[src/rtl/pfre_pkg.sv]
// Shared types and constants for the page frame store raster engine.
package pfre_pkg;

    localparam int SCREEN_WIDTH  = 128;
    localparam int SCREEN_HEIGHT = 64;
    localparam int PAGE_COUNT    = (SCREEN_HEIGHT + 7) / 8;
    localparam int STORE_SIZE    = PAGE_COUNT * SCREEN_WIDTH;
    localparam int COL_W         = $clog2(SCREEN_WIDTH);
    localparam int PAGE_W        = (PAGE_COUNT > 1) ? $clog2(PAGE_COUNT) : 1;
    localparam int ADDR_W        = $clog2(STORE_SIZE);

    typedef enum logic [2:0] {
        OP_LINE_SET   = 3'd0,
        OP_LINE_CLR   = 3'd1,
        OP_RECT_FILL  = 3'd2,
        OP_RECT_CLR   = 3'd3,
        OP_CIRCLE     = 3'd4,
        OP_READ       = 3'd5,
        OP_RSVD6      = 3'd6,
        OP_RSVD7      = 3'd7
    } t_op;

    // Classified command handed from front to back.
    typedef struct packed {
        t_op        op;
        logic       reject;
        logic [7:0] cx;
        logic [7:0] cy;
        logic [7:0] ex;
        logic [7:0] ey;
        logic [7:0] rad;
    } t_cmd;

    typedef enum logic [3:0] {
        ST_CLEAR,
        ST_IDLE,
        ST_LINE_PIX,
        ST_CIRC_PIX,
        ST_RECT_PIX,
        ST_READ_WAIT,
        ST_RMW_RD,
        ST_RMW_WR,
        ST_DONE
    } t_state;

endpackage

[src/rtl/pfre_front.sv]
// Front end: bounds checks on incoming commands and a two-entry command queue.
module pfre_front (
    input  logic              i_clk,
    input  logic              i_rst_n,
    input  logic              i_valid,
    output logic              o_ready,
    input  logic [2:0]        i_operation,
    input  logic [7:0]        i_coord_x,
    input  logic [7:0]        i_coord_y,
    input  logic [7:0]        i_extent_x,
    input  logic [7:0]        i_extent_y,
    input  logic [7:0]        i_radius,
    output logic              o_cmd_valid,
    input  logic              i_cmd_ready,
    output pfre_pkg::t_cmd    o_cmd
);
    localparam int W = pfre_pkg::SCREEN_WIDTH;
    localparam int H = pfre_pkg::SCREEN_HEIGHT;

    pfre_pkg::t_cmd r_q [2];
    logic           r_wp, r_rp;
    logic [1:0]     r_cnt;
    pfre_pkg::t_cmd n_cmd;
    logic           rej;
    logic [8:0]     xw, yh;
    logic [9:0]     cxr, cyr;
    logic           push, pop;

    assign xw  = {1'b0, i_coord_x} + {1'b0, i_extent_x};
    assign yh  = {1'b0, i_coord_y} + {1'b0, i_extent_y};
    assign cxr = {2'b00, i_coord_x} + {2'b00, i_radius};
    assign cyr = {2'b00, i_coord_y} + {2'b00, i_radius};

    always_comb begin
        case (pfre_pkg::t_op'(i_operation))
            pfre_pkg::OP_LINE_SET, pfre_pkg::OP_LINE_CLR:
                rej = (32'(i_coord_x) > W - 1) || (32'(i_extent_x) > W - 1) ||
                      (32'(i_coord_y) > H - 1) || (32'(i_extent_y) > H - 1);
            pfre_pkg::OP_RECT_FILL, pfre_pkg::OP_RECT_CLR:
                rej = (32'(xw) > W - 1) || (32'(yh) > H - 1);
            pfre_pkg::OP_CIRCLE:
                rej = (i_radius > i_coord_x) || (i_radius > i_coord_y) ||
                      (32'(cxr) > W - 1) || (32'(cyr) > H - 1);
            pfre_pkg::OP_READ:
                rej = (32'(i_coord_x) >= W) || (32'(i_coord_y) >= pfre_pkg::PAGE_COUNT);
            default:
                rej = 1'b1;
        endcase
        n_cmd.op     = pfre_pkg::t_op'(i_operation);
        n_cmd.reject = rej;
        n_cmd.cx     = i_coord_x;
        n_cmd.cy     = i_coord_y;
        n_cmd.ex     = i_extent_x;
        n_cmd.ey     = i_extent_y;
        n_cmd.rad    = i_radius;
    end

    assign o_ready     = (r_cnt != 2'd2);
    assign o_cmd_valid = (r_cnt != 2'd0);
    assign o_cmd       = r_q[r_rp];
    assign push        = i_valid && o_ready;
    assign pop         = o_cmd_valid && i_cmd_ready;

    always_ff @(posedge i_clk) begin
        if (!i_rst_n) begin
            r_wp  <= 1'b0;
            r_rp  <= 1'b0;
            r_cnt <= 2'd0;
        end else begin
            if (push) r_wp <= ~r_wp;
            if (pop)  r_rp <= ~r_rp;
            r_cnt <= r_cnt + 2'(push) - 2'(pop);
        end
    end

    always_ff @(posedge i_clk) begin
        if (push) r_q[r_wp] <= n_cmd;
    end
endmodule

[config.mk]
export PLATFORM = sky130hd
export DESIGN_NAME = pfre_front
export DESIGN_NICKNAME = d
export VERILOG_FILES = /design/src/rtl/pfre_pkg.sv /design/src/rtl/pfre_front.sv
export SDC_FILE = /design/constraint.sdc
export NUM_CORES = 1
export LEC_CHECK = 0
export BUFFER_PORTS_ARGS = -buffer_cell sky130_fd_sc_hd__buf_2
export CAP_MARGIN = 20
export CORE_ASPECT_RATIO = 0.75
export CORE_MARGIN = 2
export CORE_UTILIZATION = 50
export DETAILED_ROUTE_END_ITERATION = 12
export PLACE_DENSITY_LB_ADDON = 0.1
export SLEW_MARGIN = 20
export SYNTH_ARGS = -nofsm -noshare
export SYNTH_HDL_FRONTEND = slang
export SYNTH_SLANG_ARGS = --single-unit
[constraint.sdc]
create_clock -name i_clk -period 4.4 [get_ports i_clk]
set_input_delay 0.44 -clock i_clk [delete_from_list [all_inputs] [get_ports i_clk]]
set_output_delay 0.44 -clock i_clk [all_outputs]
set_load 0.02 [all_outputs]
* Word level (Yosys, flattened, before mapping)
Memory sizes are Yosys's and may differ from the RTL's. A register that Yosys moved wholly into a read port is not among the register bits. Cells that the tools add are included. W data, S select, Z words.
Cells by class: multiply operators 0, muxes and demuxes 5, add/subtract/negate cells 6, equal/unequal tests 6, $lt $le $gt $ge 12, reduce and logical (&&, ||, !) cells 14, div/mod/pow operators 0, bitwise logic cells 2, shifts and indexed selects 0
Operators with widths (number):
- $add A8 B8 Y9 | 4
- $gt A9 B6 Y1 const B | 2
- $gt A9 B7 Y1 const B | 2
- $gt A8 B6 Y1 const B | 2
- $gt A8 B7 Y1 const B | 2
- $gt A8 B8 Y1 | 2
- $ge A8 B4 Y1 const B | 1
- $ge A8 B8 Y1 const B | 1
- $logic_or A1 B1 Y1 | 8
- $eq A3 B2 Y1 const B | 2
- $eq A3 B3 Y1 const B | 2
- $mux W1 | 4
- $pmux W1 S4 | 1
- $reduce_or A2 Y1 | 2
- $eq A3 B1 Y1 const B | 1
- $logic_not A3 Y1 | 1
- $add A2 B1 Y2 | 1
- $logic_and A1 B1 Y1 | 2
- $ne A2 B2 Y1 const B | 1
- $not A1 Y1 | 2
- $reduce_bool A2 Y1 | 1
- $sub A2 B1 Y2 | 1
Storage, ports and cells: bits in latches 0, bits in read-only memories 0, RAM bits 88, register bits after elaboration 4, logic and storage cells 49, memories kept 1
Memories:
- r_q | words 2, width 44, read ports 1, clocked after memory_dff 1, wr ports 1, line pfre_front.sv:20 | pfre_pkg::t_cmd r_q [2];

* Longest topological paths before layout
Gate-level depths: netlist (run 1).
depth after elaboration 5, depth in mapped cells 9, mapped depth without buffers 9

* Least setup slack after synthesis (run 1)
Ideal clock, no wire load.
path kind reg2reg, start point register r_cnt[0], end point memory r_q[0][0] (netlist name), enable pin, setup time 447 ps, data required time 3953 ps, clock period less this slack 3032 ps, stages on the path, launching flop included 4, data arrival time 2585 ps, setup slack 1368 ps, path through dfxtp_1 > nand2b_1 > nand2_1 > nor2_1
On the way: cells in the longest elaborated chain, start to end 4
Ends and longest elaborated chain:
- start: declaration | line pfre_front.sv:22 | logic [1:0] r_cnt;
- start signal: assignment | line pfre_front.sv:72 | r_cnt <= r_cnt + 2'(push) - 2'(pop);
- $ne A2 B2 Y1 | line pfre_front.sv:58 | assign o_ready = (r_cnt != 2'd2);
- net o_ready | line pfre_front.sv:6 | output logic o_ready,
- $logic_and A1 B1 Y1 | line pfre_front.sv:61 | assign push = i_valid && o_ready;
- $mux W1 | line pfre_front.sv:77 | if (push) r_q[r_wp] <= n_cmd;
- $mux W1 (implied by the code) | line pfre_front.sv:77
- end: declaration | line pfre_front.sv:20
The timed path passes the listed nets, and every way through them passes these cells.

* Final worst setup path (run 1)
start point input i_coord_y[1], end point memory r_q[0][40] (netlist name), data pin
On the way: cells in the longest elaborated chain, start to end 5
Ends and longest elaborated chain:
- start: declaration | line pfre_front.sv:9 | input logic [7:0] i_coord_y,
- branches (longest 4 deep; another with $add A8 B8 Y9)
- $pmux W1 S4 * | line pfre_front.sv:35 | case (pfre_pkg::t_op'(i_operation))
- net rej | line pfre_front.sv:24 | logic rej;
Mark *: on every way through the listed nets, which the timed path passes.

==> results of run 1 <==
## metrics by stage
step	cell area (sq um)	cells	power [mW]	util [%]
after floorplan	4738	330	1.680	-
after global placement	5358	546	1.916	58.74
after detailed placement	5358	546	1.924	58.74
after CTS	5648	562	2.682	61.92
after global routing	5654	562	2.781	61.99
final	5654	562	2.649	61.99
## cell type report
type	instances	area share, %
Timing Repair Buffer	93	8.276
Inverter	30	1.992
Multi-Input combinational cell	202	33.19
Sequential cell	93	48.57
Tap cell	128	2.832
Clock buffer	11	4.116
Clock inverter	5	1.018
## cell usage after synthesis, drive strengths merged, types with 2 or more instances
| cell type | n | area, sq um |
|---|---|---|
| a21oi | 19 | 98.85 |
| a41oi | 2 | 17.52 |
| and2 | 4 | 25.02 |
| clkbuf | 5 | 18.77 |
| dfxtp | 5 | 100.1 |
| edfxtp | 88 | 2643 |
| fa | 4 | 80.08 |
| ha | 50 | 625.6 |
| inv | 30 | 112.6 |
| mux2 | 44 | 495.5 |
| nand2 | 5 | 18.77 |
| nand2b | 6 | 37.54 |
| nand3 | 4 | 20.02 |
| nand4 | 6 | 37.54 |
| nor2 | 7 | 26.28 |
| nor2b | 7 | 43.79 |
| nor3 | 4 | 20.02 |
| nor3b | 2 | 15.01 |
| nor4 | 3 | 33.78 |
| o211ai | 3 | 22.52 |
| o21ai | 6 | 30.02 |
| o31ai | 2 | 15.01 |
| or2 | 2 | 12.51 |
| xnor2 | 4 | 35.03 |
## worst min-delay path by stage
| stage | startpoint | to | slack [ns] | cells after the start |
|---|---|---|---|---|
| global route | i_extent_x[3] | r_q[0][19]$_DFFE_PP_ | 0.30 | 1 |
| floorplan | r_rp$_SDFFE_PN0P_ | flop | 0.50 | 2 |
| detailed placement | r_rp$_SDFFE_PN0P_ | flop | 0.53 | 2 |
| finish | i_extent_x[2] | r_q[0][18]$_DFFE_PP_ | 0.31 | 1 |
| global placement | r_rp$_SDFFE_PN0P_ | flop | 0.52 | 2 |
| CTS | i_extent_x[3] | r_q[0][19]$_DFFE_PP_ | 0.30 | 1 |
## per-layer routing
metal | vias to the layer above | wire length (microns)
li1 | 1433 | -
met1 | 1394 | 4388
met2 | 76 | 4009
met3 | 4 | 476
met4 | 0 | 46
met5 | - | 0
## power by group
group          switching, mW  total, mW  internal [mW]
Sequential            0.0778       1.18           1.10
Clock                  0.311      0.754          0.443
Combinational          0.412      0.717          0.305
Total                  0.801       2.65           1.85
## flip-flops by register name, indices dropped and copies added, names as in the netlist, named ones only
signal / flops
r_q: 88
r_wp: 1
r_rp: 1
r_cnt: 2
## critical path: cells and delay by family
family / cells / cell delay, ns
adders and majority gates: 1 / 0.33
buffers and inverters: 2 / 0.25
xor gates and xnor gates: 1 / 0.10
AOI/OAI and AO/OA: 3 / 0.98
and+or+nand+nor: 2 / 0.24
## cells by family after synthesis
| kind of cell | synth area share (%) |
|---|---|
| AOI/OAI and AO/OA | 6.127 |
| adders and majority gates | 14.89 |
| muxes | 10.67 |
| xor gates and xnor gates | 0.7393 |
| buffers and inverters | 2.773 |
| DFF | 57.88 |
| and+or+nand+nor | 6.919 |
## layout by cell type, fill, tap and decap left out, drive strengths merged, types with 2 or more instances in the layout
master | Yosys | final
nand3 | 4 | 4
fa | 4 | 4
and2 | 4 | 4
o31ai | 2 | 2
clkbuf | 5 | 11
o21ai | 6 | 6
nand2b | 6 | 6
inv | 30 | 32
nor2 | 7 | 7
or2 | 2 | 2
nand4 | 6 | 6
nand2 | 5 | 5
nor3 | 4 | 4
o211ai | 3 | 3
nor2b | 7 | 7
nor3b | 2 | 2
ha | 50 | 50
clkinv | 0 | 2
xnor2 | 4 | 4
mux2 | 44 | 44
edfxtp | 88 | 88
a21oi | 19 | 19
a41oi | 2 | 2
nor4 | 3 | 3
buf | 0 | 93
dfxtp | 5 | 5
==> flow_metrics.tcl, run 1 <==
set metrics [dict create \
    top_usage_layer "met2" \
    ant_nets 0 \
    vias_per_cell 5.173 \
    wl_per_cell_microns 15.87 \
    critPathLaunch "i_coord_y[1]" \
    cp-endpoint "r_q[0][40]$_DFFE_PP_" \
    ys_ff_latch 93 \
    wl_microns 8920 \
    drc 0 \
    fmax_mhz 441.8 \
    seqCellArea_sq_um 2746 \
    placementRows 30 \
    use_met3_pct 4.726 \
    cts_buffers 9 \
    grtUsageMet2_pct 28.81 \
    area_delta_synth_final_pct 19.33 \
    ys_warn_count 0 \
    io_buffers 92 \
    worstPathRequired_ns 4.47 \
    clock-sinks 93 \
    antenna_cells 0 \
    coreArea_sq_um 9121 \
    ctsResizeCount 0 \
    hold_path.class "in2reg" \
    place_ws_ns 1.807 \
    worst_slack_ns 2.137 \
    r2r-start "r_cnt[1]$_SDFF_PN0_" \
    hold_ws_ns 0.3148 \
    dp_hpwl_microns 6283 \
    cts_root_buf "clkbuf_16" \
    antenna_found_initial 0 \
    critPathMaxFanout 5 \
    n_fill_cell 736 \
    ff2ff_setup_slack_ns 2.66 \
    fin_tns_setup_ns 0 \
    maxCapViolCount 0 \
    ys.flop_type "edfxtp_1" \
    die_y_microns 88.31 \
    powerDensity_nw_per_um2 468.6 \
    overflow 0 \
    nets 530 \
    end_kind "flop" \
    async_flop_share_pct 0 \
    first_iter_violations 162 \
    run_status "complete, no violations" \
    slowest_delay_ns 0.42 \
    synth_area_sq_um 4738 \
    syn_inst 330 \
    worstSetupPathType "in2reg" \
    synth_seq_area_share_pct 57.88 \
    drive_gt1_share_pct 35.25 \
    grt_pass1_vias 2813 \
    start_kind "input pin" \
    cts_max_level 3 \
    grt_first_pass_wirelength_microns 14220 \
    tightest_slew_ns 0.6431 \
    die_w_microns 116.4 \
    rr_worst_depth 8 \
    power_leakage_nw 2.272 \
    hold_viol_final 0 \
    multiInputGateArea_sq_um 1877 \
    pin_count 93 \
    grt_max_degree 46 \
    cts.path.max_buffers 2 \
    met1_usage_pct 25.98 \
    holdBufCountCts 0 \
    clk_latency_ns 0.33 \
    dieArea_sq_um 10280 \
    routabilityCongestion 0.7876 \
    rsz0062_at_grt "false" \
    cts_tree "yes" \
    drv_slew 0 \
    postCtsSetupRepairBufs 0 \
    synth_area_per_cell_sq_um 14.36 \
    synth_cell_types 46 \
    worstReg2RegEnd "r_cnt[1]$_SDFF_PN0_" \
    setup_violations 0 \
    synth_edf_count 88 \
    relSlewSlack_pct 57.13 \
    syn_nets 431 \
    vias 2907 \
    fin_skew_ns 0.005883 \
    peakVddDrop_mv 0.2830 \
    clk_pin_slew_ns 0.06 \
    finalCritPeriodShare_pct 51.44 \
    fin_crit_ns 2.264 \
    start_util_pct 51.95 \
    crit_chain "buf_2, inv_1, ha_1, nand2b_1, a221oi_1, nor4_1, o31ai_1, xnor2_1, a2111o_1" \
    dr.pass1.iters 5 \
    critPathArrivalTime_ns 2.34 \
    grt_use_total_pct 18.44 \
    slowest_stage "a2111o_1" \
]
Note: power is estimated with default switching activity, not from simulation.
==> inputs of run 2 (changes only) <==
==> constraint.sdc (replaced) <==
create_clock -name i_clk -period 2 [get_ports i_clk]
set_input_delay 0.2 -clock i_clk [delete_from_list [all_inputs] [get_ports i_clk]]
set_output_delay 0.2 -clock i_clk [all_outputs]
set_load 0.02 [all_outputs]
==> flow_metrics.tcl, run 2 (synthesis results as in run 1) <==
set metrics [dict create \
    cts_buffers 9 \
    fmax_mhz 516.6 \
    clk_latency_ns 0.34 \
    cts.path.max_buffers 2 \
    pin_count 93 \
    clock-sinks 93 \
    drc 0 \
    coreArea_sq_um 9121 \
    top_regs "r_q x88, r_cnt x2" \
    start_util_pct 51.95 \
    antenna_cells 0 \
    ff2ff_setup_slack_ns 0.27 \
    largest_reg_flops 88 \
    relSlewSlack_pct 74.77 \
    maxCapViolCount 0 \
    wl_microns 9687 \
    grt_max_degree 45 \
    die_w_microns 116.4 \
    start_kind "input pin" \
    ant_nets 0 \
    cts_max_level 3 \
    worstReg2RegEnd "r_cnt[1]$_SDFF_PN0_" \
    design_area_sq_um 6085 \
    worstPathRequired_ns 2.08 \
    tightest_slew_ns 0.3726 \
    wl_per_cell_microns 16.15 \
    first_iter_violations 151 \
    drv_slew 0 \
    drive_gt1_share_pct 43.22 \
    holdBufCountCts 0 \
    end_kind "flop" \
    vias 3073 \
    n_fill_cell 693 \
    powerDensity_nw_per_um2 1000 \
    critPathMaxFanout 3 \
    dpl_cell_area_sq_um 5677 \
    hold_path.class "in2reg" \
    run_status "complete, no violations" \
    overflow 0 \
    area_delta_synth_final_pct 28.41 \
    die_y_microns 88.31 \
    critPathLaunch "i_coord_y[1]" \
    regMostFlops "r_q" \
    antenna_found_initial 0 \
    power_leakage_nw 2.481 \
    nets 568 \
    worstSetupPathType "in2reg" \
    fin_skew_ns 0.005187 \
    grt_first_pass_wirelength_microns 15040 \
    rr_worst_depth 8 \
    clk_pin_slew_ns 0.06 \
    r2r-start "r_cnt[1]$_SDFF_PN0_" \
    critPathArrivalTime_ns 2.02 \
    peakVddDrop_mv 0.6233 \
    placementRows 30 \
    grt_pass1_vias 3011 \
    hold_viol_final 0 \
    dieArea_sq_um 10280 \
    dp_hpwl_microns 6897 \
    routabilityCongestion 0.8297 \
    finalCritPeriodShare_pct 96.78 \
    grt_use_total_pct 19.64 \
    vias_per_cell 5.122 \
    final_cell_mix "buf_2, edfxtp_1, ha_1, mux2_2, buf_4" \
    cp-endpoint "r_q[1][40]$_DFFE_PP_" \
    fin_crit_ns 1.936 \
    final_common_cell "buf_2" \
    fin_cells 600 \
    cts_tree "yes" \
    cts_root_buf "clkbuf_16" \
    io_buffers 92 \
    dp_cells 583 \
    dr.pass1.iters 5 \
    setup_violations 0 \
]
-- run 2: cell types whose count changed in the layout (fill, tap and decap cells not counted), moves of 2 or more --
| cell | previous run | this run |
|---|---|---|
| clkinvlp_4 | 0 | 3 |
| buf_2 | 92 | 90 |
| inv_6 | 2 | 0 |
| ha_1 | 50 | 46 |
| buf_4 | 1 | 38 |
| ha_4 | 0 | 4 |
-- run 2: metal layers --
layer	share of wire, %	vias up	track usage, %
met5	0	-	0
met4	1.0	0	5.519
met3	6.6	10	5.137
met2	47	90	31.03
met1	45	1467	27.19
li1	-	1506	-
-- run 2: worst min-delay path by stage --
stage	start	to	slack [ns]	depth (start not counted)
floorplan	i_radius[0]	r_q[0][0]$_DFFE_PP_	0.30	0
global placement	i_extent_x[0]	r_q[0][16]$_DFFE_PP_	0.41	1
detailed placement	i_extent_x[3]	r_q[1][19]$_DFFE_PP_	0.41	1
CTS	i_extent_x[3]	r_q[1][19]$_DFFE_PP_	0.06	1
global route	i_extent_x[3]	r_q[1][19]$_DFFE_PP_	0.06	1
finish	i_extent_x[3]	r_q[1][19]$_DFFE_PP_	0.07	1
-- run 2: timing repair --
| action | in CTS | in global routing |
|---|---|---|
| resized for setup | 0 | 16 |
| endpoints found under the setup margin | 2 | 2 |
| setup buffers | 0 | 1 |
| pin swaps | 1 | 10 |
-- run 2: critical path, stage by stage --
cell and delay (ns):
buf_8 0.08, clkinvlp_4 0.14, ha_4 0.27, nand2b_4 0.14
a221oi_4 0.27, nor4_2 0.08, o31ai_1 0.28, xnor2_1 0.11
a2111o_1 0.43
-- run 2: area by class of cell --
cell class | instances | area, sq um | area share [%]
well taps | 128 | 160.2 | 2.632
repair buffers | 131 | 778.2 | 12.79
clock inverters | 6 | 88.84 | 1.460
flip-flops and latches | 93 | 2744 | 45.10
inverters | 30 | 116.4 | 1.912
clock buffers | 10 | 229.0 | 3.763
multi-input cells | 202 | 1968 | 32.35
-- run 2: power by group --
part	internal, mW	switching (mW)
registers	2.42	0.0598
logic	0.764	1.06
clock network	1.09	0.690
-- run 2: metrics by stage --
stage / power (mW) / utilization [%] / setup slack (ns) / TNS [ns] / hold slack, ns
global route: 6.368 / 66.71 / -0.01887 / -0.03772 / 0.05603
CTS: 6.118 / 65.72 / 0.01924 / 0 / 0.05707
global placement: 4.303 / 62.24 / -0.2846 / -0.5692 / 0.4099
detailed placement: 4.329 / 62.24 / -0.3572 / -0.7145 / 0.4110
finish: 6.085 / 66.71 / 0.06442 / 0 / 0.06516
floorplan: 3.696 / - / 0.006938 / 0 / 0.2989
